File: src/rtl/filtered_event_counter_bank_top_assert.svh
// Assertion macros used by the counter bank's top level.
`ifndef FILTERED_EVENT_COUNTER_BANK_TOP_ASSERT_SVH
`define FILTERED_EVENT_COUNTER_BANK_TOP_ASSERT_SVH

// Checks a condition at every clock edge outside reset.
`define FECB_ASSERT(lbl, cond, msg) \
lbl: assert property (@(posedge clock) disable iff (reset) (cond)) else $error(msg);

// Checks that a condition in one cycle is followed by another in the next cycle.
`define FECB_ASSERT_NEXT(lbl, ante, cons, msg) \
lbl: assert property (@(posedge clock) disable iff (reset) (ante) |=> (cons)) else $error(msg);

`endif

File: src/rtl/fecb_pkg.sv
// Types and constants shared by the event counter bank modules.
package fecb_pkg;

   localparam int IDX_BITS = 5;

   localparam logic [1:0] FUNC_READ  = 2'd0;
   localparam logic [1:0] FUNC_WRITE = 2'd1;
   localparam logic [1:0] FUNC_EVENT = 2'd2;

   localparam logic [3:0] SEL_NONE    = 4'd0;
   localparam logic [3:0] SEL_CTR     = 4'd1;
   localparam logic [3:0] SEL_TYPE    = 4'd2;
   localparam logic [3:0] SEL_FILT    = 4'd3;
   localparam logic [3:0] SEL_CEN_SET = 4'd4;
   localparam logic [3:0] SEL_CEN_CLR = 4'd5;
   localparam logic [3:0] SEL_IEN_SET = 4'd6;
   localparam logic [3:0] SEL_IEN_CLR = 4'd7;
   localparam logic [3:0] SEL_OVF     = 4'd8;
   localparam logic [3:0] SEL_CFG     = 4'd9;
   localparam logic [3:0] SEL_GEN     = 4'd10;

   localparam logic [1:0] PART_FULL = 2'd0;
   localparam logic [1:0] PART_LOW  = 2'd1;
   localparam logic [1:0] PART_HIGH = 2'd2;

   localparam logic [1:0] FILT_CORE = 2'd0;
   localparam logic [1:0] FILT_INTID = 2'd1;
   localparam logic [1:0] FILT_CHIP = 2'd2;
   localparam logic [1:0] FILT_ANY = 2'd3;

   localparam logic [11:0] ADDR_TYPE_BASE = 12'h400;
   localparam logic [11:0] ADDR_FILT_BASE = 12'hA00;
   localparam logic [11:0] ADDR_CEN_SET   = 12'hC00;
   localparam logic [11:0] ADDR_CEN_CLR   = 12'hC20;
   localparam logic [11:0] ADDR_IEN_SET   = 12'hC40;
   localparam logic [11:0] ADDR_IEN_CLR   = 12'hC60;
   localparam logic [11:0] ADDR_OVF       = 12'hC80;
   localparam logic [11:0] ADDR_CFG       = 12'hE00;
   localparam logic [11:0] ADDR_GEN       = 12'hE04;

   localparam logic [31:0] FILTER_RESET = 32'hC000_0000;

   typedef struct packed {
      logic [3:0]          sel;
      logic [IDX_BITS-1:0] idx;
      logic [1:0]          part;
   } fecb_dec_type;

   typedef struct packed {
      logic       ctr_we;
      logic [1:0] part;
      logic       type_we;
      logic       filt_we;
   } fecb_lane_wr_type;

endpackage

File: src/rtl/fecb_decode.sv
// Register map address decoder of the event counter bank.
module fecb_decode #(
   parameter int CTR_COUNT = 32,
   parameter int COUNTER_BITS = 64
) (
   input  logic [11:0]             addr,
   input  logic                    wide,
   output fecb_pkg::fecb_dec_type  dec
);
   import fecb_pkg::*;

   localparam int SHIFT = (COUNTER_BITS > 32) ? 3 : 2;
   localparam logic [11:0] CTR_LIMIT = 12'(CTR_COUNT << SHIFT);
   localparam logic [11:0] PER_LIMIT = 12'(4 * CTR_COUNT);

   logic [11:0] type_off;
   logic [11:0] filt_off;

   always_comb begin
      type_off = addr - ADDR_TYPE_BASE;
      filt_off = addr - ADDR_FILT_BASE;
      dec.sel = SEL_NONE;
      dec.idx = '0;
      dec.part = PART_FULL;
      if (addr[1:0] == 2'b00) begin
         if (addr < CTR_LIMIT) begin
            dec.idx = IDX_BITS'(addr >> SHIFT);
            if (SHIFT == 3) begin
               if (wide) begin
                  dec.sel = addr[2] ? SEL_NONE : SEL_CTR;
                  dec.part = PART_FULL;
               end else begin
                  dec.sel = SEL_CTR;
                  dec.part = addr[2] ? PART_HIGH : PART_LOW;
               end
            end else begin
               dec.sel = SEL_CTR;
            end
         end else if (addr >= ADDR_TYPE_BASE && type_off < PER_LIMIT) begin
            dec.sel = SEL_TYPE;
            dec.idx = type_off[IDX_BITS+1:2];
         end else if (addr >= ADDR_FILT_BASE && filt_off < PER_LIMIT) begin
            dec.sel = SEL_FILT;
            dec.idx = filt_off[IDX_BITS+1:2];
         end else begin
            case (addr)
               ADDR_CEN_SET: dec.sel = SEL_CEN_SET;
               ADDR_CEN_CLR: dec.sel = SEL_CEN_CLR;
               ADDR_IEN_SET: dec.sel = SEL_IEN_SET;
               ADDR_IEN_CLR: dec.sel = SEL_IEN_CLR;
               ADDR_OVF:     dec.sel = SEL_OVF;
               ADDR_CFG:     dec.sel = SEL_CFG;
               ADDR_GEN:     dec.sel = SEL_GEN;
               default:      dec.sel = SEL_NONE;
            endcase
         end
      end
   end

endmodule

File: config.mk
export PLATFORM = sky130hd
export DESIGN_NAME = fecb_decode
export DESIGN_NICKNAME = d
export VERILOG_FILES = /design/src/rtl/filtered_event_counter_bank_top_assert.svh /design/src/rtl/fecb_pkg.sv /design/src/rtl/fecb_decode.sv
export SDC_FILE = /design/constraint.sdc
export NUM_CORES = 1
export LEC_CHECK = 0
export BUFFER_PORTS_ARGS = -buffer_cell sky130_fd_sc_hd__buf_4
export CORE_AREA = 2 2 39 41
export DETAILED_ROUTE_END_ITERATION = 8
export DIE_AREA = 0 0 41 43
export GPL_ROUTABILITY_DRIVEN = 0
export PLACE_DENSITY = 0.69
export SYNTH_ARGS = -nofsm -noshare
export SYNTH_HDL_FRONTEND = slang
export SYNTH_SLANG_ARGS = --single-unit
File: constraint.sdc
create_clock -name vclk -period 1.4
set_input_delay 0.21 -clock vclk [all_inputs]
set_output_delay 0.21 -clock vclk [all_outputs]
set_load 0.005 [all_outputs]
==> run summary, run 1 <==
Seq_cells = 0
Core area = 1380 µm²
DP HPWL = 1100 µm
Critical path class = in -> out
Commonest non-fill, non-tap cell in the layout = buf_4
Initial drt markers = 15
Highest-count cells in the layout ignoring fill and taps = buf_4, nor2_1, nand2_1, nand4_1
Die height = 43 µm
Xor and xnor fraction of the mapped netlist area = 0%
Die Wd = 41 µm
Seq/Total Area, Yosys = 0%
Total number of vias = 604
Syn_area_per_cell = 6.67 µm²
Status = complete, but fails checks
Library cell with the largest summed area after synthesis = a31oi_1
Mux contribution to synthesized area = 0%
Sequential share of power = 0%
Share of layout cells above drive strength 1 = 53.9%
Sw Ratio = 48.6%
Pwr dens = 212 nW/µm²
Dpl cells = 102
Syn Nets = 72
Fmax = 0.627 GHz
Ranking of synthesized cells by area = a31oi_1, nand4_1, nand3_1, and4bb_1, buf_6
Final hold vios = 0
DRT Pass-1 Iters = 4
Crit. End Element = output pin
Fillers = 139
Clk pwr share = 0%
# diodes = 0
WP data arrival = 1.39 ns
Post-layout min period = 1.60 ns
Post-DRT Antenna Nets = 0
Routed length per instance = 14.8 µm
Synth top area share = 8.09%
Register area = 0 µm²
WL final = 1550 µm
Max transition margin = 78.4%
Failing checks = setup timing
Fin. max-slew vios = 0
Grt total ovfl = 0
Worst Tran Pin Value = 0.323 ns
Netlist Area Pre-Place = 387 µm²
# DRC = 0
Placed cell areas = 624 µm²
Vias in the first global route = 543
Unrepaired setup endpoints after global routing = yes
# setup viols final = 9
Setup TNS = -1.19 ns
WHS = 0.793 ns
Number of clock buffers in the layout = 0
Internal power = 0.0792 mW
Via density = 5.75
I/O pin cnt = 24
Final Worst Setup Slack = -0.196 ns
Largest fanout on the critical path = 4
Worst VDD drop = 122 µV
Synth Area in Compound Gates = 22.3%
Layout area overhead = 88.3%
Combinational family with the most area after synthesis = simple AND/OR/NAND/NOR gates
Initial antenna violation count = 0
Simple-gate share of the synthesized area = 63.4%
Worst Hold Path Cells = 3
Combinational Power Share = 100.0%
Design Power = 0.154 mW
GRT Total Usage = 19.3%
IO Port Bufs = 24
Final instance area = 728 µm²
Min-delay src = wide
Post-synth cell types = 29
Largest net degree at the start of global routing = 11
Die ar. = 1760 µm²
WP data required = 1.19 ns
Initial core utilization = 27.9%
Crit share post-route = 114%
Hold crit path type = in -> out
Setup crit start kind = input pin
Fin cells = 105
Synth Area in Adders = 3.24%
Psw = 0.0748 mW
Number of nets in the layout = 105
Syn Inst Count = 58
First-pass GRT wire length = 2510 µm
P_leak = 0.288 nW
Synth warn = 0
# hold bufs at CTS = 0
Hold path endpoint = dec[0]
Max Cap Viol = 0
Core Rows = 14
## Yosys cell counts (all sizes together), types with 2 or more instances
cell	instances
nand2	5
a31oi	5
and4bb	2
clkbuf	2
nor4	2
nor2	5
a21oi	2
nor4bb	2
nand3	6
nor3b	2
nand4	5
buf	3
inv	2
nor2b	2
## per-stage QoR
stage / setup slack [ns] / utilization (%)
after floorplan: -0.0313 / -
after detailed placement: -0.197 / 45.1
after global placement: -0.170 / 45.1
after CTS: -0.123 / 50.1
final: -0.196 / 52.6
after global routing: -0.227 / 52.6
## power groups by stage
stage	clock network, mW	registers [mW]	logic, mW
detailed placement	0	0	0.124
global route	0	0	0.166
finish	0	0	0.154
floorplan	0	0	0.0597
global placement	0	0	0.121
CTS	0	0	0.143
## critical path, stage by stage
cell      delay (ns)
buf_8           0.08
inv_6           0.03
ha_4            0.25
nor4bb_4        0.21
buf_4           0.19
nand3_2         0.07
a31oi_1         0.19
buf_4           0.16
## layer usage
layer  track usage, %  vias up  wire length, µm
li1                 -      293                -
met1             28.2      283              655
met2             31.6       24              806
met3             1.05        4               55
met4            0.667        0               34
met5                0        -                0
## timing repair
action	CTS	global route
pin swaps	9	8
gates cloned	1	0
endpoints found under the setup margin	10	10
gates resized for setup	12	6
buffers inserted	2	1
## worst max-delay path by stage
stage / start / to / slack [ns] / depth (start not counted)
floorplan: addr[9] / dec[10] / -0.03 / 7
global placement: addr[9] / dec[10] / -0.17 / 8
detailed placement: addr[9] / dec[10] / -0.20 / 8
CTS: addr[9] / dec[10] / -0.12 / 8
global route: addr[9] / dec[2] / -0.23 / 8
finish: addr[9] / dec[3] / -0.20 / 8
## area by class of cell
| cell class | instances | area [µm²] | share of cell area [%] |
|---|---|---|---|
| inverter | 2 | 15.0 | 2.06 |
| tap | 16 | 20.0 | 2.75 |
| timing repair buffer | 36 | 289 | 39.7 |
| multi-input combinational | 51 | 404 | 55.5 |
## kinds of logic (layout without fill, tap and decap cells)
family | after synthesis | after routing
AND/OR/NAND/NOR | 37 | 37
AO/OA/AOI/OAI | 13 | 13
buffers and inverters | 7 | 38
adder cells (fa/ha/maj) | 1 | 1
Note: power is estimated with default switching activity, not from simulation.
==> run 2: changes to the inputs <==
--- a/config.mk
+++ b/config.mk
@@ -6,11 +6,12 @@
 export NUM_CORES = 1
 export LEC_CHECK = 0
 export BUFFER_PORTS_ARGS = -buffer_cell sky130_fd_sc_hd__buf_4
+export CAP_MARGIN = 5
 export CORE_AREA = 2 2 39 41
 export DETAILED_ROUTE_END_ITERATION = 8
 export DIE_AREA = 0 0 41 43
 export GPL_ROUTABILITY_DRIVEN = 0
-export PLACE_DENSITY = 0.69
+export PLACE_DENSITY = 0.64
 export SYNTH_ARGS = -nofsm -noshare
 export SYNTH_HDL_FRONTEND = slang
 export SYNTH_SLANG_ARGS = --single-unit
==> run 2 against run 1 <==
Net effect: the flow still finishes with violations (setup timing); via count down 3.6%; count of clock-buffer cells in the layout unchanged; core utilization up 0.090 points; highest routed layer is now met3; largest power group unchanged; critical endpoint is now dec[10]; hold slack better by 0.0014 ns; fmax up 4.8%.
==> run summary, run 2 (same netlist as run 1, synthesis figures left out) <==
DP HPWL = 978 µm
# DRC = 0
Fillers = 131
Highest-count cells in the layout ignoring fill and taps = buf_4, nor2_1, nand4_1
Die ar. = 1760 µm²
Final hold vios = 0
Max Cap Viol = 0
Post-layout min period = 1.52 ns
GRT Total Usage = 16.4%
WP data arrival = 1.31 ns
Multi-input logic area = 408 µm²
Post-DRT Antenna Nets = 0
Final Worst Setup Slack = -0.122 ns
Pwr dens = 209 nW/µm²
Share of layout cells above drive strength 1 = 55.7%
Largest net degree at the start of global routing = 11
Core Rows = 14
# setup viols final = 10
Critical Path End = dec[10]
Core area = 1380 µm²
Number of nets in the layout = 104
Internal power = 0.0787 mW
Setup crit start kind = input pin
I/O pin cnt = 24
Layout area overhead = 88.7%
Final instance area = 729 µm²
Grt total ovfl = 0
WL final = 1400 µm
DRT Pass-1 Iters = 4
Number of clock buffers in the layout = 0
Initial antenna violation count = 0
P_leak = 0.286 nW
# diodes = 0
Vias in the first global route = 520
Initial core utilization = 27.9%
Worst VDD drop = 94.4 µV
Fin. max-slew vios = 0
Design Power = 0.152 mW
IO Port Bufs = 24
Combinational Power Share = 100.0%
Die Wd = 41 µm
Hold crit path type = in -> out
First-pass GRT wire length = 2190 µm
Via density = 5.60
Sequential share of power = 0%
Total number of vias = 582
Initial drt markers = 21
Die height = 43 µm
Largest fanout on the critical path = 7
Routed length per instance = 13.4 µm
# hold bufs at CTS = 0
Worst Setup SP = addr[9]
Clk pwr share = 0%
Max transition margin = 77.7%
Failing checks = setup timing
Crit. End Element = output pin
Worst Tran Pin Value = 0.332 ns
Commonest non-fill, non-tap cell in the layout = buf_4
Sw Ratio = 48.3%
WP data required = 1.19 ns
Placed cell areas = 624 µm²
Register area = 0 µm²
Critical path class = in -> out
Psw = 0.0736 mW
Fmax = 0.657 GHz
Status = complete, but fails checks
Seq_cells = 0
Crit share post-route = 109%
Unrepaired setup endpoints after global routing = yes
[run 2: worst min-delay path by stage]
stage / start / end / cells past startpoint / slack [ns]
2_1_floorplan: addr[2] / dec[2] / 2 / 0.54
3_3_place_gp: wide / dec[7] / 4 / 0.80
3_5_place_dp: wide / dec[0] / 3 / 0.80
4_1_cts: wide / dec[0] / 3 / 0.80
5_1_grt: wide / dec[0] / 3 / 0.81
6_report: wide / dec[0] / 3 / 0.79
[run 2: final cells by class]
type / instances / area share (%)
repair buffers: 35 / 39.6
well taps: 16 / 2.74
multi-input cells: 51 / 55.9
inverters: 2 / 1.72
[run 2: metrics by stage]
stage               std cells  setup TNS (ns)  hold WS, ns  utilization [%]  worst slack (ns)
detailed placement        102           -1.25        0.798             45.1            -0.190
global route              104           -1.43        0.809             52.7            -0.170
floorplan                  58         -0.0313        0.541                -           -0.0313
CTS                       102          -0.936        0.798             47.8            -0.145
global placement          102           -1.27        0.796             45.1            -0.183
finish                    104          -0.839        0.795             52.7            -0.122
[run 2: critical path, stage by stage]
cell      delay [ns]
buf_8           0.09
inv_6           0.03
ha_4            0.24
nor4bb_4        0.19
buf_6           0.17
a22oi_2         0.08
and4_1          0.17
buf_4           0.13
[run 2: metal layers]
| layer | up-vias | track usage (%) | share of wire (%) |
|---|---|---|---|
| met2 | 25 | 27.8 | 53 |
| met1 | 266 | 23.7 | 41 |
| li1 | 291 | - | - |
| met3 | 0 | 0 | 5.8 |
| met4 | 0 | 0 | 0 |
| met5 | - | 0 | 0 |
[run 2: repair_timing]
item	4_1_cts	5_1_grt
endpoints found under the hold margin	0	0
resized for setup	8	12
gates cloned	0	1
buffers inserted	0	1
pin swaps	4	7
endpoints found under the setup margin	10	10
[run 2: power groups by stage]
| stage | clock, mW | sequential, mW | combinational [mW] |
|---|---|---|---|
| final | 0 | 0 | 0.152 |
| after global routing | 0 | 0 | 0.163 |
| after CTS | 0 | 0 | 0.131 |
| after detailed placement | 0 | 0 | 0.122 |
| after global placement | 0 | 0 | 0.122 |
| after floorplan | 0 | 0 | 0.0597 |
