==> src/rtl/filtered_event_counter_bank_top_assert.svh <==
// Assertion macros used by the counter bank's top level.
`ifndef FILTERED_EVENT_COUNTER_BANK_TOP_ASSERT_SVH
`define FILTERED_EVENT_COUNTER_BANK_TOP_ASSERT_SVH

// Checks a condition at every clock edge outside reset.
`define FECB_ASSERT(lbl, cond, msg) \
lbl: assert property (@(posedge clock) disable iff (reset) (cond)) else $error(msg);

// Checks that a condition in one cycle is followed by another in the next cycle.
`define FECB_ASSERT_NEXT(lbl, ante, cons, msg) \
lbl: assert property (@(posedge clock) disable iff (reset) (ante) |=> (cons)) else $error(msg);

`endif

==> src/rtl/fecb_pkg.sv <==
// Types and constants shared by the event counter bank modules.
package fecb_pkg;

   localparam int IDX_BITS = 5;

   localparam logic [1:0] FUNC_READ  = 2'd0;
   localparam logic [1:0] FUNC_WRITE = 2'd1;
   localparam logic [1:0] FUNC_EVENT = 2'd2;

   localparam logic [3:0] SEL_NONE    = 4'd0;
   localparam logic [3:0] SEL_CTR     = 4'd1;
   localparam logic [3:0] SEL_TYPE    = 4'd2;
   localparam logic [3:0] SEL_FILT    = 4'd3;
   localparam logic [3:0] SEL_CEN_SET = 4'd4;
   localparam logic [3:0] SEL_CEN_CLR = 4'd5;
   localparam logic [3:0] SEL_IEN_SET = 4'd6;
   localparam logic [3:0] SEL_IEN_CLR = 4'd7;
   localparam logic [3:0] SEL_OVF     = 4'd8;
   localparam logic [3:0] SEL_CFG     = 4'd9;
   localparam logic [3:0] SEL_GEN     = 4'd10;

   localparam logic [1:0] PART_FULL = 2'd0;
   localparam logic [1:0] PART_LOW  = 2'd1;
   localparam logic [1:0] PART_HIGH = 2'd2;

   localparam logic [1:0] FILT_CORE = 2'd0;
   localparam logic [1:0] FILT_INTID = 2'd1;
   localparam logic [1:0] FILT_CHIP = 2'd2;
   localparam logic [1:0] FILT_ANY = 2'd3;

   localparam logic [11:0] ADDR_TYPE_BASE = 12'h400;
   localparam logic [11:0] ADDR_FILT_BASE = 12'hA00;
   localparam logic [11:0] ADDR_CEN_SET   = 12'hC00;
   localparam logic [11:0] ADDR_CEN_CLR   = 12'hC20;
   localparam logic [11:0] ADDR_IEN_SET   = 12'hC40;
   localparam logic [11:0] ADDR_IEN_CLR   = 12'hC60;
   localparam logic [11:0] ADDR_OVF       = 12'hC80;
   localparam logic [11:0] ADDR_CFG       = 12'hE00;
   localparam logic [11:0] ADDR_GEN       = 12'hE04;

   localparam logic [31:0] FILTER_RESET = 32'hC000_0000;

   typedef struct packed {
      logic [3:0]          sel;
      logic [IDX_BITS-1:0] idx;
      logic [1:0]          part;
   } fecb_dec_type;

   typedef struct packed {
      logic       ctr_we;
      logic [1:0] part;
      logic       type_we;
      logic       filt_we;
   } fecb_lane_wr_type;

endpackage

==> src/rtl/fecb_lane.sv <==
// One counter lane: counter, event type, filter word and match logic.
module fecb_lane #(
   parameter int COUNTER_BITS = 64
) (
   input  logic                        clock,
   input  logic                        reset,
   input  fecb_pkg::fecb_lane_wr_type  wr,
   input  logic [63:0]                 wdata,
   input  logic                        cnt_en,
   input  logic [7:0]                  event_code,
   input  logic [15:0]                 core_id,
   input  logic [15:0]                 intid,
   input  logic [15:0]                 chip_id,
   output logic [63:0]                 ctr_value,
   output logic [31:0]                 type_value,
   output logic [31:0]                 filt_value,
   output logic                        wrap
);
   import fecb_pkg::*;

   logic [COUNTER_BITS-1:0] ctr_ff;
   logic [COUNTER_BITS-1:0] ctr_in;
   logic [31:0]             type_ff;
   logic [31:0]             type_in;
   logic [31:0]             filt_ff;
   logic [31:0]             filt_in;
   logic [63:0]             cur64;
   logic [63:0]             new64;
   logic [15:0]             fval;
   logic [15:0]             attr;
   logic [15:0]             ign;
   logic                    pass;
   logic                    inc;

   always_comb begin
      fval = filt_ff[15:0];
      case (filt_ff[31:30])
         FILT_CORE:  attr = core_id;
         FILT_INTID: attr = intid;
         default:    attr = chip_id;
      endcase
      ign = fval ^ (fval + 16'd1);
      if (filt_ff[31:30] == FILT_ANY) begin
         pass = 1'b1;
      end else if (filt_ff[29]) begin
         pass = (attr == fval);
      end else begin
         pass = ((attr & ~ign) == (fval & ~ign));
      end
      inc = cnt_en && pass && (type_ff == {24'd0, event_code});
      wrap = inc && (&ctr_ff);

      cur64 = 64'(ctr_ff);
      case (wr.part)
         PART_LOW:  new64 = {cur64[63:32], wdata[31:0]};
         PART_HIGH: new64 = {wdata[31:0], cur64[31:0]};
         default:   new64 = wdata;
      endcase

      ctr_in = ctr_ff;
      if (wr.ctr_we) begin
         ctr_in = new64[COUNTER_BITS-1:0];
      end else if (inc) begin
         ctr_in = ctr_ff + COUNTER_BITS'(1);
      end
      type_in = wr.type_we ? wdata[31:0] : type_ff;
      filt_in = wr.filt_we ? wdata[31:0] : filt_ff;
   end

   always_ff @(posedge clock) begin
      if (reset) begin
         ctr_ff <= '0;
         type_ff <= '0;
         filt_ff <= FILTER_RESET;
      end else begin
         ctr_ff <= ctr_in;
         type_ff <= type_in;
         filt_ff <= filt_in;
      end
   end

   assign ctr_value = cur64;
   assign type_value = type_ff;
   assign filt_value = filt_ff;

endmodule

==> config.mk <==
export PLATFORM = sky130hd
export DESIGN_NAME = fecb_lane
export DESIGN_NICKNAME = d
export VERILOG_FILES = /design/src/rtl/filtered_event_counter_bank_top_assert.svh /design/src/rtl/fecb_pkg.sv /design/src/rtl/fecb_lane.sv
export SDC_FILE = /design/constraint.sdc
export NUM_CORES = 1
export LEC_CHECK = 0
export ABC_AREA = 1
export BUFFER_PORTS_ARGS = -buffer_cell sky130_fd_sc_hd__buf_2
export CAP_MARGIN = 15
export CORE_ASPECT_RATIO = 0.7
export CORE_MARGIN = 4
export CORE_UTILIZATION = 40
export DETAILED_ROUTE_END_ITERATION = 12
export GPL_TIMING_DRIVEN = 0
export PLACE_DENSITY_LB_ADDON = 0.05
export REMOVE_ABC_BUFFERS = 1
export SLEW_MARGIN = 10
export SYNTH_ARGS = -nofsm -noshare
export SYNTH_HDL_FRONTEND = slang
export SYNTH_SLANG_ARGS = --single-unit
==> constraint.sdc <==
create_clock -name clock -period 6.1 [get_ports clock]
set_input_delay 1.22 -clock clock [delete_from_list [all_inputs] [get_ports clock]]
set_output_delay 1.22 -clock clock [all_outputs]
set_load 0.02 [all_outputs]
==> results of run 1 <==
## metal layers
layer | track usage [%] | vias to the layer above | wire [um]
met2 | 39.1 | 514 | 15800
met3 | 9.64 | 49 | 4710
met1 | 46.8 | 5488 | 21000
li1 | - | 5848 | -
met4 | 6.54 | 2 | 733
met5 | 0 | - | 19
## power by group
part | internal (mW) | total, mW | switching [mW]
logic | 0.234 | 0.682 | 0.448
clock network | 0.655 | 1.09 | 0.437
registers | 0.900 | 0.989 | 0.0890
total | 1.79 | 2.76 | 0.974
## state kept, by name (all words and copies together), names as in the netlist
signal / count
filt_value: 32
ctr_value: 64
type_value: 32
## what timing repair did
item | CTS | global route
gates resized for setup | 0 | 1
endpoints found under the setup margin | 0 | 17
setup buffers | 0 | 0
## area by class of cell
cell class | instances | share of cell area (%)
clock buffers | 20 | 3.76
multi-input cells | 1255 | 51.9
inverters | 207 | 6.59
flip-flops and latches | 128 | 21.6
repair buffers | 259 | 11.4
clock inverters | 12 | 1.34
well taps | 318 | 3.35
## logic make-up (layout without fill, tap and decap cells)
kind of cell,after synthesis,in the layout,synth area share [%]
XOR/XNOR,54,54,4.82
flip-flops,128,128,26.1
AO/OA/AOI/OAI,274,274,15.4
AND/OR/NAND/NOR,908,908,40.1
adder cells (fa/ha/maj),19,19,2.42
buffers and inverters,279,498,11.2
## metrics by stage
stage / utilization, % / setup TNS (ns) / power, mW / instance area [um2]
finish: 49.7 / 0 / 2.76 / 11900
global route: 49.7 / 0 / 2.89 / 11900
CTS: 49.6 / 0 / 2.76 / 11800
detailed placement: 47.0 / 0 / 1.67 / 11200
global placement: 46.8 / -4.12 / 1.67 / 11200
floorplan: - / 0 / 1.41 / 9500
## worst min path at each step
stage | startpoint | to | slack, ns | depth (start not counted)
floorplan | type_value[2]$_SDFFE_PP0P_ | type_value[2]$_SDFFE_PP0P_ | 0.56 | 2
global placement | filt_value[25]$_SDFFE_PP0P_ | filt_value[25]$_SDFFE_PP0P_ | 0.47 | 2
detailed placement | filt_value[18]$_SDFFE_PP0P_ | filt_value[18]$_SDFFE_PP0P_ | 0.48 | 2
CTS | type_value[0]$_SDFFE_PP0P_ | type_value[0]$_SDFFE_PP0P_ | 0.49 | 2
global route | type_value[0]$_SDFFE_PP0P_ | type_value[0]$_SDFFE_PP0P_ | 0.50 | 2
finish | type_value[0]$_SDFFE_PP0P_ | type_value[0]$_SDFFE_PP0P_ | 0.49 | 2
## critical path, cell delays in order, from the launching register on
cell,delay (ns)
dfxtp_1,0.43
ha_1,0.20
inv_1,0.06
nor3_1,0.45
nand4_1,0.30
or4_1,0.47
ha_1,0.30
xor2_1,0.14
nand4_1,0.12
nand2_1,0.18
nand2_1,0.07
nor2_1,0.20
nand2_1,0.07
nor2_1,0.08
nand2_1,0.07
nand3_2,0.20
nand2_1,0.11
nor3_1,0.24
buf_2,0.20
## layout by cell type (no fill, tap or decap), types with 3 or more instances in the layout
| cell type | count |
|---|---|
| nand2_1 | 363 |
| bufinv_16 | 3 |
| xnor2_1 | 3 |
| inv_1 | 198 |
| nand3b_1 | 5 |
| nor3b_1 | 4 |
| o211ai_1 | 7 |
| buf_2 | 256 |
| a21oi_1 | 105 |
| nand4_1 | 59 |
| or4_1 | 3 |
| clkinv_4 | 3 |
| o31ai_1 | 3 |
| and2_1 | 4 |
| nor3_1 | 45 |
| xor2_1 | 51 |
| dfxtp_1 | 128 |
| a32o_1 | 3 |
| nor2_1 | 272 |
| inv_2 | 6 |
| clkbuf_16 | 17 |
| a21oi_4 | 3 |
| o22ai_1 | 6 |
| a21oi_2 | 4 |
| ha_1 | 18 |
| nand2_2 | 4 |
| nor4_1 | 18 |
| nand3_1 | 113 |
| o21ai_0 | 127 |
| a22oi_1 | 6 |
| a31oi_1 | 4 |
| or2_2 | 12 |
| clkinvlp_4 | 5 |
## Yosys cell counts (4+ instances only)
library cell	count
buf_6	4
nor2_1	272
buf_4	4
clkbuf_1	51
a21oi_1	105
a31oi_1	4
or2_2	12
inv_2	5
a21oi_2	4
nand3_1	113
buf_2	7
buf_1	6
o21ai_0	127
o211ai_1	7
o22ai_1	6
nor3_1	45
nor3b_1	4
xor2_1	51
nor4_1	18
a22oi_1	6
dfxtp_1	128
and2_1	4
ha_1	19
nand3b_1	5
nand2_1	364
inv_1	199
nand4_1	59
==> impl_metrics.py, run 1 <==
metrics = {
    "status": {
        "status": "complete, no violations",
    },
    "timing": {
        "grt_setup_unrepaired": "false",
        "setup_viol": 0,
        "achievable-frequency_mhz": 180,
        "post-route-worst-setup-slack_ns": 0.548,
        "finalCritPeriodShare_pct": 91.0,
        "timing.max_slew.rel_slack_pct": 26.5,
        "worst_pin_slew_ns": 1.10,
        "final.min_clock_period_ns": 5.55,
        "hold-worst-slack_ns": 0.487,
        "final-max-slew-violation-count": 0,
        "report.final.hold_viol_count": 0,
        "worst_clock_skew_ns": 0.0131,
    },
    "power_and_ir_drop": {
        "leakagePower_nw": 5.66,
        "worst_ir_drop_vdd_uv": 200,
        "p_per_area_nw_per_um2": 233,
    },
    "clocking": {
        "cts.sinks": 128,
        "cts.reportedPaths.clkPinSlew_ns": 0.06,
        "cts_root_buffer": "clkbuf_16",
        "clk_path_buf_depth": 2,
        "number_of_hold_repair_buffers_added_at_the_cts_stage": 0,
        "clkLatencyLatePin_ns": 0.45,
        "cts_buffer_count": 17,
        "cts_tree": "built",
        "clock_tree.htree_level_count": 4,
    },
    "detailed_routing": {
        "drt-initial-drc-count": 1059,
        "number_of_drc_violations_after_detailed_routing": 0,
        "firstDrtPassIters": 5,
        "wl_per_cell_um": 19.2,
        "postRouteWirelength_um": 42300,
        "via_count": 11900,
        "route.antenna.remaining_nets": 0,
        "avgViaCountPerCell": 5.41,
    },
    "synth": {
        "gate_count_post_synth": 1662,
        "synth_largest_type_area_fraction_pct": 26.1,
        "synth_area_leader_cell": "dfxtp_1",
        "post_synth_instance_area_um2": 9820,
        "postSynthAreaPerCell_um2": 5.91,
        "synth_cell_type_count": 43,
        "share_of_flip_flops_with_an_asynchronous_set_or_reset_after_synthesis_pct": 0,
        "ys_dominant_reg_cell": "dfxtp_1",
        "synth_edf_count": 0,
        "synth_sequential_area_ratio_pct": 26.1,
        "ys_seq_elements": 128,
        "yosysWarnings": 0,
        "synthTopCellsByArea": "dfxtp_1 (26%), nand2_1 (14%), nor2_1 (10%), inv_1 (7.6%), o21ai_0 (6.5%)",
    },
    "flow_run": {
        "max_cap_violations": 0,
    },
    "grt": {
        "vias_in_the_first_global_route": 10600,
        "first_pass_grt_wire_length_um": 63200,
        "grt_antenna_before_repair": 1,
        "grt_start_max_net_pins": 97,
        "grt_overflow_total": 0,
        "track_usage_pct": 29.9,
    },
    "cells_and_area": {
        "multiInputGateArea_um2": 6160,
        "post_layout_nonfiller_instances": 2199,
        "antenna-diode-count": 0,
        "drive_gt1_share_pct": 17.3,
        "finalNetCount": 2015,
        "register_area_um2": 2560,
        "area_growth_syn_to_layout_pct": 20.8,
        "final.fill_count": 2639,
    },
    "critical_path": {
        "r2r-end": "ctr_value[31]$_SDFFE_PP0P_",
        "critPathMaxFanout": 6,
        "worst_r2r_path_depth": 20,
        "kind_of_critical_path": "register to output port",
        "worst-endpoint-required_ns": 4.88,
        "critical_path_arrival_ns": 4.33,
        "worstSetupEndpointType": "output port",
        "timing.critical_path.from_type": "register",
        "worstSetupEndpoint": "wrap",
        "r2r_slack_ns": 0.55,
        "regToRegStartpoint": "filt_value[1]$_SDFFE_PP0P_",
        "critPathLaunch": "filt_value[1]$_SDFFE_PP0P_",
    },
    "place": {
        "pre_cts_ws_ns": 0.274,
        "detailed_place_hpwl_um": 32700,
        "gp_routability_congestion": 0.985,
        "cells_after_dpl": 2166,
        "numPortBuffers": 256,
    },
    "min_path": {
        "hold_crit_path_type": "register to register",
    },
    "die": {
        "core_area_um2": 23900,
        "ioPinCount": 257,
        "die_y_um": 139,
        "start_util_pct": 41.1,
        "row_count": 47,
        "die_area_um2": 27200,
        "die-width_um": 195,
    },
}
No activity file was read; power rests on OpenSTA's default activity.
==> run 2, diff against run 1 <==
--- a/config.mk
+++ b/config.mk
@@ -6,7 +6,7 @@
 export NUM_CORES = 1
 export LEC_CHECK = 0
 export ABC_AREA = 1
-export BUFFER_PORTS_ARGS = -buffer_cell sky130_fd_sc_hd__buf_2
+export BUFFER_PORTS_ARGS = -buffer_cell sky130_fd_sc_hd__buf_4
 export CAP_MARGIN = 15
 export CORE_ASPECT_RATIO = 0.7
 export CORE_MARGIN = 4
==> impl_metrics.py, run 2 (same netlist as run 1, synthesis figures left out) <==
metrics = {
    "timing": {
        "final-max-slew-violation-count": 0,
        "grt_setup_unrepaired": "false",
        "setup_viol": 0,
        "hold-worst-slack_ns": 0.500,
        "worst_pin_slew_ns": 1.10,
        "timing.max_slew.rel_slack_pct": 26.6,
        "achievable-frequency_mhz": 176,
        "worst_clock_skew_ns": 0.00745,
        "finalCritPeriodShare_pct": 93.2,
        "final.min_clock_period_ns": 5.68,
        "post-route-worst-setup-slack_ns": 0.416,
        "report.final.hold_viol_count": 0,
    },
    "critical_path": {
        "r2r_slack_ns": 0.42,
        "timing.critical_path.from_type": "register",
        "worst_path_largest_cell_delay_ns": 0.82,
        "worst-endpoint-required_ns": 6.42,
        "critPathMaxFanout": 64,
        "worstSetupEndpointType": "register",
        "critPathTopFamily": "simple AND/OR/NAND/NOR gates",
        "slowest_stage": "nand2_2",
        "kind_of_critical_path": "register to register",
        "path_buf_inv": 2,
        "crit_chain": "inv_1, nor3_1, nand4_1, or4_1, ha_1, xor2_1, nand4_1, nand2_1, nand2_1, nor2_1, nand2_1, nor2_1, nand2_1, nand3_2, nand3_4, nand2_2, inv_2, nor2_1, nor2_1",
        "critical_path_arrival_ns": 6.01,
    },
    "die": {
        "core_area_um2": 23900,
        "die_y_um": 139,
        "row_count": 47,
        "ioPinCount": 257,
        "die_area_um2": 27200,
        "start_util_pct": 41.1,
        "die-width_um": 195,
    },
    "detailed_routing": {
        "via_count": 12000,
        "firstDrtPassIters": 6,
        "avgViaCountPerCell": 5.45,
        "drt-initial-drc-count": 1285,
        "wl_per_cell_um": 19.3,
        "postRouteWirelength_um": 42400,
        "number_of_drc_violations_after_detailed_routing": 0,
        "route.antenna.remaining_nets": 0,
    },
    "place": {
        "gp_routability_congestion": 0.998,
        "pre_cts_ws_ns": 0.262,
        "cells_after_dpl": 2166,
        "numPortBuffers": 256,
        "detailed_place_hpwl_um": 32800,
    },
    "cells_and_area": {
        "finish.utilization_pct": 52.2,
        "post_layout_nonfiller_instances": 2198,
        "area_growth_syn_to_layout_pct": 26.8,
        "number_of_flip_flops_in_the_largest_register": 64,
        "mostFrequentLayoutCell": "nand2_1",
        "antenna-diode-count": 0,
        "drive_gt1_share_pct": 17.3,
        "finalNetCount": 2016,
        "final_cell_mix": "nand2_1 (363), nor2_1 (272), buf_4 (256)",
    },
    "power_and_ir_drop": {
        "finalPower_mw": 2.69,
        "worst_ir_drop_vdd_uv": 194,
        "p_per_area_nw_per_um2": 216,
        "leakagePower_nw": 5.80,
    },
    "min_path": {
        "hold_crit_path_type": "register to register",
    },
    "clocking": {
        "clkLatencyLatePin_ns": 0.43,
        "clock_tree.htree_level_count": 4,
        "cts_tree": "built",
        "cts.reportedPaths.clkPinSlew_ns": 0.06,
        "cts.sinks": 128,
        "number_of_hold_repair_buffers_added_at_the_cts_stage": 0,
        "clk_path_buf_depth": 2,
        "cts_buffer_count": 17,
        "cts_root_buffer": "clkbuf_16",
    },
    "status": {
        "status": "complete, no violations",
    },
    "grt": {
        "vias_in_the_first_global_route": 10600,
        "track_usage_pct": 29.8,
        "grt_overflow_total": 0,
        "grt_start_max_net_pins": 103,
        "first_pass_grt_wire_length_um": 63500,
        "grt_antenna_before_repair": 0,
    },
    "flow_run": {
        "max_cap_violations": 0,
    },
}
## run 2: cell count changes in the layout (fill, tap and decap cells not counted), sizes merged
| cell | previous run | this run |
|---|---|---|
| clkinvlp | 5 | 4 |
| buf | 259 | 260 |
| bufinv | 3 | 0 |
| clkinv | 6 | 8 |
## run 2: worst paths after layout
path / to / cells past startpoint / startpoint
worst max-delay path: ctr_value[26]$_SDFFE_PP0P_ / 19 / filt_value[3]$_SDFFE_PP0P_
worst min-delay path: type_value[0]$_SDFFE_PP0P_ / 2 / type_value[0]$_SDFFE_PP0P_
worst max register to register: ctr_value[26]$_SDFFE_PP0P_ / 19 / filt_value[3]$_SDFFE_PP0P_
worst min register to register: type_value[0]$_SDFFE_PP0P_ / 2 / type_value[0]$_SDFFE_PP0P_
## run 2: layout make-up
| class | instances | area [um2] |
|---|---|---|
| clock buffer | 20 | 467 |
| clock inverter | 10 | 63.8 |
| fill | 2600 | 11400 |
| inverter | 207 | 782 |
| multi-input combinational | 1255 | 6160 |
| sequential | 128 | 2560 |
| tap | 318 | 398 |
| timing repair buffer | 260 | 2020 |
## run 2: layer usage
metal / routed length, um / track usage [%] / vias up
met5: 0 / 0 / -
met4: 608 / 5.03 / 0
met3: 5220 / 8.57 / 45
met2: 15900 / 38.4 / 634
met1: 20700 / 48.2 / 5468
li1: - / - / 5842
## run 2: repair_timing
action                     4_1_cts  5_1_grt
setup buffers                    0        0
resized for setup                0        1
setup endpoints to repair        0       17
## run 2: power by group
group          switching (mW)  internal [mW]  total (mW)  leakage [nW]
Combinational           0.451          0.292       0.742          4.48
Sequential             0.0931          0.900       0.993          1.06
Clock                   0.411          0.544       0.955         0.256
Total                   0.955           1.74        2.69          5.80
## run 2: per-stage QoR
step	area, um2	TNS (ns)
detailed placement	11900	0
floorplan	9500	0
global placement	11800	-0.895
CTS	12400	0
finish	12500	0
global route	12500	0
## run 2: worst reg2reg max path, cell delays in order (launching register included)
cell and delay, ns:
dfxtp_1 0.49, inv_1 0.15, nor3_1 0.51, nand4_1 0.32, or4_1 0.48, ha_1 0.30
xor2_1 0.14, nand4_1 0.12, nand2_1 0.19, nand2_1 0.07, nor2_1 0.24, nand2_1 0.08
nor2_1 0.09, nand2_1 0.06, nand3_2 0.20, nand3_4 0.71, nand2_2 0.82, inv_2 0.35
nor2_1 0.19, nor2_1 0.06
